--- config.mk ---
export PLATFORM = sky130hd
export DESIGN_NAME = keypad_code_fifo_flat
export DESIGN_NICKNAME = d
export VERILOG_FILES = /design/src/design/kcf_pkg.sv /design/src/design/kcf_req_if.sv /design/src/design/kcf_rsp_if.sv /design/src/design/kcf_code_ram.sv /design/src/design/keypad_code_fifo.sv /design/src/flat_wrapper.sv
export SDC_FILE = /design/constraint.sdc
export NUM_CORES = 1
export LEC_CHECK = 0
export ABC_AREA = 1
export BUFFER_PORTS_ARGS = -buffer_cell sky130_fd_sc_hd__buf_4
export CAP_MARGIN = 40
export CORE_ASPECT_RATIO = 1.5
export CORE_MARGIN = 8
export CORE_UTILIZATION = 48
export DETAILED_ROUTE_END_ITERATION = 6
export GPL_ROUTABILITY_DRIVEN = 0
export GPL_TIMING_DRIVEN = 0
export PLACE_DENSITY = 0.69
export SLEW_MARGIN = 0
export SYNTH_ARGS = -nofsm -noshare
export SYNTH_HDL_FRONTEND = slang
export SYNTH_HIERARCHICAL = 1
export SYNTH_SLANG_ARGS = --single-unit
--- constraint.sdc ---
create_clock -name clk -period 2.4 [get_ports clk]
set_input_delay 0.12 -clock clk [delete_from_list [all_inputs] [get_ports clk]]
set_output_delay 0.12 -clock clk [all_outputs]
set_load 0.01 [all_outputs]
--- src/design/kcf_pkg.sv ---
package kcf_pkg;

    // Ring geometry. The ring holds at most RING_SLOTS-1 entries.
    localparam int RING_SLOTS = 16;
    localparam int SLOT_W     = $clog2(RING_SLOTS);
    localparam int COUNT_W    = $clog2(RING_SLOTS);

    localparam int CMD_W    = 2;
    localparam int CHAR_W   = 8;
    localparam int CODE_W   = 4;
    localparam int KCODE_W  = 5;
    localparam int FILL_W   = 4;

    typedef logic [CMD_W-1:0]   cmd_t;
    typedef logic [CHAR_W-1:0]  key_char_t;
    typedef logic [CODE_W-1:0]  code_t;
    typedef logic [KCODE_W-1:0] key_code_t;
    typedef logic [FILL_W-1:0]  fill_t;
    typedef logic [SLOT_W-1:0]  slot_t;
    typedef logic [COUNT_W-1:0] count_t;

    localparam cmd_t CMD_PUSH  = 2'd0;
    localparam cmd_t CMD_PULL  = 2'd1;
    localparam cmd_t CMD_FLUSH = 2'd2;

    // Code returned when there is no key to report.
    localparam key_code_t CODE_NONE = 5'd16;

    localparam slot_t  SLOT_LAST  = SLOT_W'(RING_SLOTS - 1);
    localparam count_t COUNT_FULL = COUNT_W'(RING_SLOTS - 1);

    // Translates a raw keypad character to its code, or CODE_NONE when the
    // character has no mapping.
    function automatic key_code_t translate_char(key_char_t ch);
        key_code_t code;
        unique case (ch)
            8'h31:   code = 5'd0;   // '1'
            8'h43:   code = 5'd1;   // 'C'
            8'h44:   code = 5'd2;   // 'D'
            8'h45:   code = 5'd3;   // 'E'
            8'h38:   code = 5'd4;   // '8'
            8'h39:   code = 5'd5;   // '9'
            8'h41:   code = 5'd6;   // 'A'
            8'h34:   code = 5'd7;   // '4'
            8'h35:   code = 5'd8;   // '5'
            8'h36:   code = 5'd9;   // '6'
            8'h30:   code = 5'd10;  // '0'
            8'h32:   code = 5'd11;  // '2'
            8'h33:   code = 5'd12;  // '3'
            8'h37:   code = 5'd13;  // '7'
            8'h42:   code = 5'd14;  // 'B'
            8'h46:   code = 5'd15;  // 'F'
            default: code = CODE_NONE;
        endcase
        return code;
    endfunction

    function automatic slot_t next_slot(slot_t s);
        slot_t n;
        if (s == SLOT_LAST)
        begin
            n = '0;
        end
        else
        begin
            n = s + slot_t'(1);
        end
        return n;
    endfunction

endpackage

--- src/design/kcf_req_if.sv ---
interface kcf_req_if;
    import kcf_pkg::*;

    logic      valid;
    logic      ready;
    cmd_t      command;
    key_char_t key_char;

    modport source (output valid, output command, output key_char, input ready);
    modport sink   (input valid, input command, input key_char, output ready);
endinterface

--- src/design/kcf_rsp_if.sv ---
interface kcf_rsp_if;
    import kcf_pkg::*;

    logic      valid;
    logic      ready;
    key_code_t key_code;
    logic      rejected;
    fill_t     fill_count;

    modport source (output valid, output key_code, output rejected, output fill_count,
                    input ready);
    modport sink   (input valid, input key_code, input rejected, input fill_count,
                    output ready);
endinterface

--- src/design/kcf_code_ram.sv ---
module kcf_code_ram #(
    parameter int DEPTH = 16,
    parameter int WIDTH = 4
) (
    input  logic                     clk,
    input  logic                     wr_en,
    input  logic [$clog2(DEPTH)-1:0] wr_addr,
    input  logic [WIDTH-1:0]         wr_data,
    input  logic                     rd_en,
    input  logic [$clog2(DEPTH)-1:0] rd_addr,
    output logic [WIDTH-1:0]         rd_data
);
    logic [WIDTH-1:0] mem [DEPTH];
    logic [WIDTH-1:0] rd_data_reg;

    always_ff @(posedge clk)
    begin
        if (wr_en)
        begin
            mem[wr_addr] <= wr_data;
        end
    end

    always_ff @(posedge clk)
    begin
        if (rd_en)
        begin
            rd_data_reg <= mem[rd_addr];
        end
    end

    assign rd_data = rd_data_reg;
endmodule

--- src/design/keypad_code_fifo.sv ---
// Push, flush and a pull from an empty ring load their result into the output register
// when they are accepted; a pull that returns a stored code first reads the code memory
// through its registered read port and then loads the code into the output register.
// Throughput: one item per cycle while results are taken at once; a pending memory read
// and a result that the receiver has not taken both hold off the next request.
// Reset (rst_n, asynchronous, active low) empties the ring; the code memory is not cleared.
module keypad_code_fifo (
    input  logic clk,
    input  logic rst_n,
    kcf_req_if.sink   req,
    kcf_rsp_if.source rsp
);
    import kcf_pkg::*;

    // Ring pointers and the number of entries held.
    slot_t  write_slot_reg, write_slot_next;
    slot_t  read_slot_reg,  read_slot_next;
    count_t held_count_reg, held_count_next;

    // Output register. A pull that reads the memory loads the count and the
    // rejected flag when it is accepted and the code in the cycle after.
    logic      out_valid_reg,  out_valid_next;
    logic      pull_wait_reg,  pull_wait_next;
    key_code_t key_code_reg,   key_code_next;
    logic      rejected_reg,   rejected_next;
    fill_t     fill_count_reg, fill_count_next;

    logic      req_fire;
    logic      rsp_fire;
    key_code_t xlate_code;
    logic      mapped;
    logic      ram_wr_en;
    logic      ram_rd_en;
    code_t     ram_rd_data;

    // A new item is taken when no memory read is pending and the output
    // register is free or is being emptied at this edge. A result that the
    // receiver holds off therefore stalls the next request.
    assign req.ready = !pull_wait_reg && (!out_valid_reg || rsp.ready);
    assign req_fire  = req.valid && req.ready;
    assign rsp_fire  = out_valid_reg && rsp.ready;

    assign xlate_code = translate_char(req.key_char);
    assign mapped     = (xlate_code != CODE_NONE);

    always_comb
    begin
        write_slot_next = write_slot_reg;
        read_slot_next  = read_slot_reg;
        held_count_next = held_count_reg;
        out_valid_next  = out_valid_reg;
        pull_wait_next  = pull_wait_reg;
        key_code_next   = key_code_reg;
        rejected_next   = rejected_reg;
        fill_count_next = fill_count_reg;
        ram_wr_en       = 1'b0;
        ram_rd_en       = 1'b0;

        if (rsp_fire)
        begin
            out_valid_next = 1'b0;
        end

        if (pull_wait_reg)
        begin
            // The stored code has come out of the memory.
            key_code_next  = {1'b0, ram_rd_data};
            out_valid_next = 1'b1;
            pull_wait_next = 1'b0;
        end
        else if (req_fire)
        begin
            key_code_next  = CODE_NONE;
            rejected_next  = 1'b0;
            out_valid_next = 1'b1;
            unique case (req.command)
                CMD_PUSH:
                begin
                    if (mapped && (held_count_reg != COUNT_FULL))
                    begin
                        ram_wr_en       = 1'b1;
                        write_slot_next = next_slot(write_slot_reg);
                        held_count_next = held_count_reg + count_t'(1);
                    end
                    else
                    begin
                        rejected_next = 1'b1;
                    end
                end
                CMD_PULL:
                begin
                    if (held_count_reg != '0)
                    begin
                        // Read the oldest entry; the result waits for the registered memory read.
                        ram_rd_en       = 1'b1;
                        read_slot_next  = next_slot(read_slot_reg);
                        held_count_next = held_count_reg - count_t'(1);
                        out_valid_next  = 1'b0;
                        pull_wait_next  = 1'b1;
                    end
                end
                CMD_FLUSH:
                begin
                    write_slot_next = '0;
                    read_slot_next  = '0;
                    held_count_next = '0;
                end
                default:
                begin
                    // The unused command leaves the ring as it is.
                end
            endcase
            fill_count_next = FILL_W'(held_count_next);
        end
    end

    always_ff @(posedge clk or negedge rst_n)
    begin
        if (!rst_n)
        begin
            write_slot_reg <= '0;
            read_slot_reg  <= '0;
            held_count_reg <= '0;
            out_valid_reg  <= 1'b0;
            pull_wait_reg  <= 1'b0;
        end
        else
        begin
            write_slot_reg <= write_slot_next;
            read_slot_reg  <= read_slot_next;
            held_count_reg <= held_count_next;
            out_valid_reg  <= out_valid_next;
            pull_wait_reg  <= pull_wait_next;
        end
    end

    always_ff @(posedge clk)
    begin
        key_code_reg   <= key_code_next;
        rejected_reg   <= rejected_next;
        fill_count_reg <= fill_count_next;
    end

    kcf_code_ram #(
        .DEPTH (RING_SLOTS),
        .WIDTH (CODE_W)
    ) u_code_ram (
        .clk     (clk),
        .wr_en   (ram_wr_en),
        .wr_addr (write_slot_reg),
        .wr_data (xlate_code[CODE_W-1:0]),
        .rd_en   (ram_rd_en),
        .rd_addr (read_slot_reg),
        .rd_data (ram_rd_data)
    );

    assign rsp.valid      = out_valid_reg;
    assign rsp.key_code   = key_code_reg;
    assign rsp.rejected   = rejected_reg;
    assign rsp.fill_count = fill_count_reg;
endmodule

--- src/flat_wrapper.sv ---
// flat-port wrapper written by rule: the top's interface ports become plain ports
module keypad_code_fifo_flat import kcf_pkg::*;
  (clk, rst_n, req_valid, req_command, req_key_char, req_ready, rsp_valid, rsp_key_code, rsp_rejected, rsp_fill_count, rsp_ready);
  kcf_req_if req_i ();
  kcf_rsp_if rsp_i ();
  input  logic clk;
  input  logic rst_n;
  input wire logic [$bits(req_i.valid)-1:0] req_valid;
  input wire logic [$bits(req_i.command)-1:0] req_command;
  input wire logic [$bits(req_i.key_char)-1:0] req_key_char;
  output wire logic [$bits(req_i.ready)-1:0] req_ready;
  output wire logic [$bits(rsp_i.valid)-1:0] rsp_valid;
  output wire logic [$bits(rsp_i.key_code)-1:0] rsp_key_code;
  output wire logic [$bits(rsp_i.rejected)-1:0] rsp_rejected;
  output wire logic [$bits(rsp_i.fill_count)-1:0] rsp_fill_count;
  input wire logic [$bits(rsp_i.ready)-1:0] rsp_ready;
  assign req_i.valid = req_valid;
  assign req_i.command = req_command;
  assign req_i.key_char = req_key_char;
  assign req_ready = req_i.ready;
  assign rsp_valid = rsp_i.valid;
  assign rsp_key_code = rsp_i.key_code;
  assign rsp_rejected = rsp_i.rejected;
  assign rsp_fill_count = rsp_i.fill_count;
  assign rsp_i.ready = rsp_ready;
  keypad_code_fifo u_core (.clk(clk), .rst_n(rst_n), .req(req_i), .rsp(rsp_i));
endmodule
# After elaboration in Yosys (flattened, before gate mapping)
# Memory sizes are Yosys's and may differ from the RTL's. A register that Yosys moved wholly into a read port is not among the register bits.
# Cells that the tools add are included.
# classes
add_sub_neg,4
eq_ne,24
reduce_logical,16
bitwise,1
muxes,28
# ops
operator,n
"== test 8 x 6 -> 1 bit, second input constant",10
case mux 5 bit (16 select lines),1
"== test 8 x 7 -> 1 bit, second input constant",6
two-way mux 4 bit,8
two-way mux 1 bit,16
case mux 4 bit (2 select lines),2
"adder 4 x 1 -> 4 bit, second input constant",3
case mux 4 bit (3 select lines),1
"== test 4 bit, second input constant",2
AND reduction 4 bit,2
nonzero test 2 bit,3
"!= test 5 bit, second input constant",1
logical AND 1 bit,4
"!= test 2 x 1 -> 1 bit, second input constant",2
"!= test 4 bit, second input constant",1
nonzero test 4 bit,1
"subtractor 4 x 1 -> 4 bit, second input constant",1
nonzero test 3 bit,1
"== test 2 x 1 -> 1 bit, second input constant",1
"== test 2 bit, second input constant",1
zero test 1 bit,2
zero test 2 bit,1
AND reduction 2 bit,1
logical OR 1 bit,1
NOT 1 bit,1
# totals
wordCells,83
out_inout_bits,12
memories,1
reg_bits,24
in_bits,14
ram_bits,64
# mem_list
name,words,width,rd,rd_ports_with_merged_regs,write_ports,line_no,source
u_core.u_code_ram.mem,16,4,1,1,1,kcf_code_ram.sv:13,logic [WIDTH-1:0] mem [DEPTH];

# Longest topological paths before layout
# Gate-level depths: netlist of run 1.
# logic_depth
depth_word,10
ltp_mapped,14
ltp_nobuf,14

# Hierarchy
# Netlist of run 1, hierarchy kept.
# by_module_without_submodules
module,n_inst,area_per_inst_um2,seq_area_each_um2,cells_per_inst
kcf_code_ram,1,3006.6,2042.0,290
keypad_code_fifo,1,1610.3,640.6,208

# Worst setup path after synthesis of run 1
# Ideal clock, no wire load.
# synth_path
path_kind,register -> register
startpoint,reg u_core.held_count_reg[0]
endpoint,mem u_core.u_code_ram.mem[12][0] (enable)
synth_period_minus_slack_ps,1879
stages_incl_launch_ff,7
path_slack_ps,521
t_arrival_ps,1549
required_time_ps,2071
path_buffers,0
path_cell_list,dfrtp_1 > ha_1 > nand3_1 > nand3_2 > nor2_1 > nand3_1 > nor2_1
# synth_via
elab_chain_cells,8
# synth_rtl
item,line_no,source
from (decl),keypad_code_fifo.sv:18,"count_t held_count_reg, held_count_next;"
from (signal assigned),keypad_code_fifo.sv:131,held_count_reg <= held_count_next;
!= test 4 bit,keypad_code_fifo.sv:79,if (mapped && (held_count_reg != COUNT_FULL))
logical AND 1 bit,keypad_code_fifo.sv:79,
two-way mux 1 bit,keypad_code_fifo.sv:79,
two-way mux 1 bit,keypad_code_fifo.sv:76,unique case (req.command)
two-way mux 1 bit,keypad_code_fifo.sv:71,else if (req_fire)
two-way mux 1 bit,keypad_code_fifo.sv:64,if (pull_wait_reg)
via u_core.ram_wr_en,keypad_code_fifo.sv:32,logic ram_wr_en;
two-way mux 1 bit,kcf_code_ram.sv:18,if (wr_en)
two-way mux 1 bit (not written as such),kcf_code_ram.sv:20,mem[wr_addr] <= wr_data;
to (decl),kcf_code_ram.sv:13,
# The timed path passes the listed nets, and every way through them passes these cells.

# Worst setup path after layout of run 1
# layout_path
startpoint,reg u_core.held_count_reg[0]
endpoint,mem u_core.u_code_ram.mem[3][3] (enable)
# The elaborated chain is that of the path after synthesis.

==> results of run 1 <==
cell usage after synthesis:
library cell | instances | area share (%)
nand2_4 | 4 | 0.98
nand3_2 | 3 | 0.65
nor4_1 | 1 | 0.14
nor2_2 | 3 | 0.41
nor2_1 | 34 | 2.8
nor2_4 | 3 | 0.73
nor3_1 | 1 | 0.11
nand4_1 | 5 | 0.68
xor2_1 | 5 | 0.95
inv_6 | 1 | 0.19
ha_1 | 4 | 1.1
buf_4 | 4 | 0.65
dfxtp_1 | 1 | 0.43
o21a_1 | 1 | 0.16
nand2_2 | 11 | 1.5
dfrtp_1 | 14 | 7.6
and2_1 | 1 | 0.14
nand3_4 | 1 | 0.38
inv_4 | 1 | 0.14
inv_1 | 77 | 6.3
nor3_2 | 1 | 0.22
or2_1 | 1 | 0.14
o21ai_2 | 1 | 0.19
nand3b_1 | 3 | 0.49
buf_6 | 5 | 1.2
clkinv_4 | 1 | 0.19
nand2_1 | 142 | 12
a21oi_1 | 2 | 0.22
nand3_1 | 67 | 7.3
edfxtp_1 | 77 | 50
inv_2 | 8 | 0.65
o211ai_1 | 1 | 0.16
o21ai_1 | 1 | 0.11
a21oi_2 | 2 | 0.38
o21ai_0 | 6 | 0.65
buf_2 | 3 | 0.33
or2_2 | 2 | 0.27
cell families (layout without fill, tap and decap cells):
group	after synthesis	count (layout)
buf+inv	100	143
simple gates	283	283
flops	92	92
fa+ha+maj	4	4
xor+xnor	5	5
compound gates	14	14
worst paths after layout:
check	endpoint	cells after the start	startpoint
hold reg to reg	u_core/rsp.key_code[4]$_SDFFE_PP0P_	2	u_core/rsp.key_code[4]$_SDFFE_PP0P_
setup reg to reg	u_core/u_code_ram/mem[3][3]$_DFFE_PP_	6	u_core/held_count_reg[0]$_DFFE_PN0P_
hold / removal	u_core/rsp.valid$_DFFE_PN0P_	4	rsp_ready
max in group asynchronous	u_core/write_slot_reg[0]$_DFFE_PN0P_	2	rst_n
setup / recovery	u_core/u_code_ram/mem[3][3]$_DFFE_PP_	6	u_core/held_count_reg[0]$_DFFE_PN0P_
min in group asynchronous	u_core/rsp.valid$_DFFE_PN0P_	2	rst_n
routing by layer:
metal	up-vias	GRT usage, %	wire, µm
met5	-	0	0
met4	0	8.584	345
met3	20	3.206	342
met2	85	28.53	5143
met1	1581	17.04	3800
li1	1668	-	-
report_power, final:
group	total (W)	internal, W	switching, W
Sequential	0.00199	0.00187	0.000115
Clock	0.00146	0.000897	0.000565
Combinational	0.00155	0.000579	0.000969
Total	0.00500	0.00335	0.00165
stage by stage:
| stage | total power, W | cells | worst slack (ns) | instance area [µm²] |
|---|---|---|---|---|
| finish | 0.004997 | 656 | 0.1643 | 5295 |
| detailed placement | 0.003556 | 638 | 0.04584 | 4949 |
| global placement | 0.003515 | 638 | 0.08827 | 4949 |
| CTS | 0.005023 | 656 | 0.04706 | 5288 |
| floorplan | 0.003091 | 498 | 0.5213 | 4617 |
| global route | 0.005269 | 656 | 0.007130 | 5295 |
critical path: cells and delay by family, from the launching register on:
| kind | cells | cell delay [ns] |
|---|---|---|
| adder cells (fa/ha/maj) | 1 | 0.25 |
| flip-flops | 1 | 0.45 |
| AND/OR/NAND/NOR | 5 | 1.19 |
repair_timing:
action / CTS / global route
setup endpoints to repair: 0 / 64
endpoints found under the hold margin: 15 / 0
gates resized for setup: 0 / 3
hold buffers: 2 / 0
setup buffers: 0 / 0
layout make-up:
class	count	share of cell area, %
inverters	88	6.474
well taps	115	2.717
plain buffers	12	1.914
repair buffers	27	3.922
flip-flops and latches	92	50.66
clock inverters	5	1.040
multi-input cells	306	28.28
clock buffers	11	4.986
==> metrics.md, run 1 <==
| Metric | Value |
|---|---|
| Crit share post-route | `93.16%` |
| Leakage Power | `2.444 nW` |
| DR DRC count | `0` |
| Fin. Hold Viols | `0` |
| Number of flip-flops under the largest register name | `64` |
| Clk_skew | `0.005983 ns` |
| MaxCap Viol Count | `0` |
| Via density | `5.113` |
| Port bufs | `25` |
| Power density over cell area | `943.7 nW/µm²` |
| Fmax | `0.4473 GHz` |
| Critical path class | `register to register` |
| CTS tree | `done` |
| Setup TNS | `0 ns` |
| Compound-cell area share of the yosys netlist | `1.870%` |
| Share of cells above drive strength 1 | `18.11%` |
| Flop2flop setup slack | `0.16 ns` |
| DR iter-0 viols | `174` |
| Netlist Area Pre-Place | `4617 µm²` |
| Mapped Nets | `516` |
| Crit start category | `register` |
| Commonest non-fill, non-tap cells in the layout | `nand2_1, inv_1, edfxtp_1` |
| Worst hold-check path type | `primary input to register` |
| Peak fanout along the critical path | `6` |
| Post-Synthesis Mean Instance Area | `9.271 µm²` |
| Final hold slack | `0.1143 ns` |
| Slew HR | `48.62%` |
| Post-synthesis mux area share | `0%` |
| Adder-Cell Fraction of Synth Area | `1.084%` |
| Multi-input combinational cell area | `1498 µm²` |
| Die W | `96.08 µm` |
| Arrival @ worst endpoint | `2.23 ns` |
| Io pins | `26` |
| Largest net degree at the start of global routing | `17` |
| First-pass detailed-route iteration total | `4` |
| CP Capture Type | `register` |
| Ant. Diodes | `0` |
| Largest family of logic cells by synthesized area | `simple AND/OR/NAND/NOR gates` |
| TritonCTS Buffers | `9` |
| Critical path cell sequence | `ha_1 -> nand3_1 -> nand3_2 -> nor2_2 -> nand2_1 -> nor2_1` |
| Fillers | `813` |
| Setup violations, final | `0` |
| Post-synthesis register bit count | `92` |
| Status | `complete, no violations` |
| Tightest Pin Transition | `0.7685 ns` |
| Fin util | `55.60%` |
| Core Rows | `44` |
| Post-route ant nets | `0` |
| All-Layer GR Usage | `16.04%` |
| Crit path largest cell delay | `0.45 ns` |
| Reg clk slew, reported paths | `0.06 ns` |
| Final min period | `2.236 ns` |
| Sinks on Clock Net | `92` |
| Synth unique cells | `37` |
| Pins Over Slew Limit | `0` |
| CP max-delay cell | `dfrtp_1` |
| Commonest non-fill, non-tap cell in the layout | `nand2_1` |
| Area growth syn-to-layout | `14.69%` |
| VDD IR max | `541.6 µV` |
| Synth warn | `6` |
| XOR/XNOR Fraction of Synth Area | `0.9485%` |
| Final WL | `9632 µm` |
| First-pass GRT wire length | `15920 µm` |
| Clock Latency Late Sink | `0.33 ns` |
| Starting Density | `48.48%` |
| Final nets | `554` |
| Drt wl/cell | `14.68 µm` |
| GR Overflow Total | `0` |
| Hpwl dp | `7065 µm` |
| RSZ-0062 raised after global routing | `false` |
| Post-Syn Instances | `498` |
| Reg area | `2683 µm²` |
| Root Driver | `clkbuf_16` |
| Vias in the first global route | `3413` |
| Vias | `3354` |
| Die span in y | `136.1 µm` |
| Clk buf depth | `2` |
| Htree depth | `3` |
| Initial antenna violation count | `0` |
| Total die area | `13080 µm²` |
| Worst endpoint required time | `2.39 ns` |
| Post-Synth Simple-Gate Area | `28.37%` |
| Post-synthesis sequential area ratio | `58.10%` |
| Core box area | `9524 µm²` |
Note: power is estimated with default switching activity, not from simulation.
==> run 2: changes to the inputs <==
--- a/config.mk
+++ b/config.mk
@@ -14,7 +14,7 @@
 export DETAILED_ROUTE_END_ITERATION = 6
 export GPL_ROUTABILITY_DRIVEN = 0
 export GPL_TIMING_DRIVEN = 0
-export PLACE_DENSITY = 0.69
+export PLACE_DENSITY = 0.67
 export SLEW_MARGIN = 0
 export SYNTH_ARGS = -nofsm -noshare
 export SYNTH_HDL_FRONTEND = slang
==> run 2 against run 1 <==
Highest routed layer unchanged. Clock skew increased by 0.0028 ns. Worst setup slack got worse by 0.046 ns. Die area stayed put.
==> metrics.md, run 2 (same netlist as run 1, synthesis figures left out) <==
| Metric | Value |
|---|---|
| Cells after DPL | `638` |
| Total die area | `13080 µm²` |
| Die span in y | `136.1 µm` |
| Final min period | `2.282 ns` |
| Area of placed instances | `4949 µm²` |
| Core Rows | `44` |
| Fin. Hold Viols | `0` |
| Worst endpoint required time | `2.39 ns` |
| DR iter-0 viols | `206` |
| Critical path cell sequence | `ha_1 -> nand3_1 -> nand3_2 -> nor2_2 -> nand3b_1 -> nor2_1` |
| CP Capture Type | `register` |
| Commonest non-fill, non-tap cells in the layout | `nand2_1, inv_1, edfxtp_1` |
| Root Driver | `clkbuf_16` |
| Drt wl/cell | `15.16 µm` |
| CP Launch Point | `u_core/held_count_reg[0]$_DFFE_PN0P_` |
| Number of flip-flops under the largest register name | `64` |
| Peak fanout along the critical path | `6` |
| All-Layer GR Usage | `16.71%` |
| FF-to-FF path depth | `6` |
| Via density | `5.105` |
| First-pass detailed-route iteration total | `6` |
| Crit share post-route | `95.09%` |
| Final WL | `9946 µm` |
| Non-Filler Cell Area, Final | `5271 µm²` |
| Non-Filler Instances | `656` |
| CP endpoint | `u_core/u_code_ram/mem[5][0]$_DFFE_PP_` |
| GR Overflow Total | `0` |
| Leakage Power | `2.431 nW` |
| Clk_skew | `0.008817 ns` |
| Worst hold-check path type | `primary input to register` |
| Flop2flop setup slack | `0.12 ns` |
| Slew HR | `43.33%` |
| CP max-delay cell | `dfrtp_1` |
| Share of cells above drive strength 1 | `18.11%` |
| First-pass GRT wire length | `16520 µm` |
| Final nets | `554` |
| Vias | `3349` |
| Largest net degree at the start of global routing | `17` |
| Io pins | `26` |
| Hpwl dp | `7225 µm` |
| Htree depth | `3` |
| Power density over cell area | `925.8 nW/µm²` |
| Vias in the first global route | `3454` |
| Reg clk slew, reported paths | `0.07 ns` |
| Fin util | `55.35%` |
| Final hold slack | `0.1228 ns` |
| Area growth syn-to-layout | `14.17%` |
| Die W | `96.08 µm` |
| DR DRC count | `0` |
| CTS tree | `done` |
| Dpl ws | `0.02019 ns` |
| Worst R2R End | `u_core/u_code_ram/mem[5][0]$_DFFE_PP_` |
| Clk buf depth | `2` |
| Post-route ant nets | `0` |
| Critical path class | `register to register` |
| Setup violations, final | `0` |
| Crit start category | `register` |
| VDD IR max | `468.2 µV` |
| Initial antenna violation count | `0` |
| Pins Over Slew Limit | `0` |
| Core box area | `9524 µm²` |
| Clock Latency Late Sink | `0.34 ns` |
| Tightest Pin Transition | `0.8475 ns` |
| Ant. Diodes | `0` |
| Fmax | `0.4382 GHz` |
| Reg2reg start | `u_core/held_count_reg[0]$_DFFE_PN0P_` |
| Crit path largest cell delay | `0.47 ns` |
| MaxCap Viol Count | `0` |
| TritonCTS Buffers | `9` |
| Status | `complete, no violations` |
| Commonest non-fill, non-tap cell in the layout | `nand2_1` |
| Starting Density | `48.48%` |
| RSZ-0062 raised after global routing | `true` |
| Arrival @ worst endpoint | `2.28 ns` |
| Sinks on Clock Net | `92` |
| Port bufs | `25` |
| Final Worst Setup Slack | `0.1179 ns` |
| Post-CTS Setup Inserts | `0` |
run 2: critical path: cells and delay by family, from the launching register on:
family	cells	cell delay, ns
flip-flops	1	0.47
AND/OR/NAND/NOR	5	1.22
adder cells (fa/ha/maj)	1	0.26
run 2: metal layers:
layer / GRT usage, % / vias to the layer above / wire, µm
li1: - / 1670 / -
met1: 18.47 / 1564 / 3830
met2: 28.95 / 94 / 5425
met3: 2.930 / 21 / 374
met4: 9.614 / 0 / 315
met5: 0 / - / 0
run 2: how the worst min path moves through the flow:
| stage | start | endpoint | slack [ns] | depth (start not counted) |
|---|---|---|---|---|
| after floorplan | rst_n | u_core/held_count_reg[0]$_DFFE_PN0P_ | -0.18 | 0 |
| after global placement | rst_n | u_core/rsp.valid$_DFFE_PN0P_ | -0.01 | 1 |
| after detailed placement | rst_n | u_core/read_slot_reg[0]$_DFFE_PN0P_ | -0.02 | 1 |
| after CTS | rsp_ready | u_core/rsp.valid$_DFFE_PN0P_ | 0.11 | 4 |
| after global routing | rsp_ready | u_core/rsp.valid$_DFFE_PN0P_ | 0.11 | 4 |
| final | rsp_ready | u_core/rsp.valid$_DFFE_PN0P_ | 0.12 | 4 |
run 2: area by class of cell:
| class | instances | area, µm² |
|---|---|---|
| Clock inverter | 3 | 18.77 |
| Tap cell | 115 | 143.9 |
| Buffer | 12 | 101.3 |
| Sequential cell | 92 | 2683 |
| Inverter | 88 | 342.8 |
| Multi-Input combinational cell | 306 | 1503 |
| Clock buffer | 13 | 271.5 |
| Timing Repair Buffer | 27 | 207.7 |
| Fill cell | 870 | 4253 |
run 2: per-stage QoR:
| step | TNS (ns) | power (W) |
|---|---|---|
| CTS | 0 | 0.004912 |
| global placement | 0 | 0.003521 |
| global route | -0.1826 | 0.005161 |
| finish | 0 | 0.004880 |
| floorplan | 0 | 0.003091 |
| detailed placement | 0 | 0.003555 |
run 2: what timing repair did:
item / CTS / global route
endpoints found under the hold margin: 15 / 0
hold buffers: 2 / 0
setup endpoints to repair: 0 / 64
resized for setup: 0 / 5
run 2: report_power, final:
part | leakage [nW] | total (W) | internal [W] | switching (W)
Combinational | 1.38 | 0.00154 | 0.000579 | 0.000957
Clock | 0.145 | 0.00135 | 0.000792 | 0.000557
Sequential | 0.903 | 0.00199 | 0.00187 | 0.000124
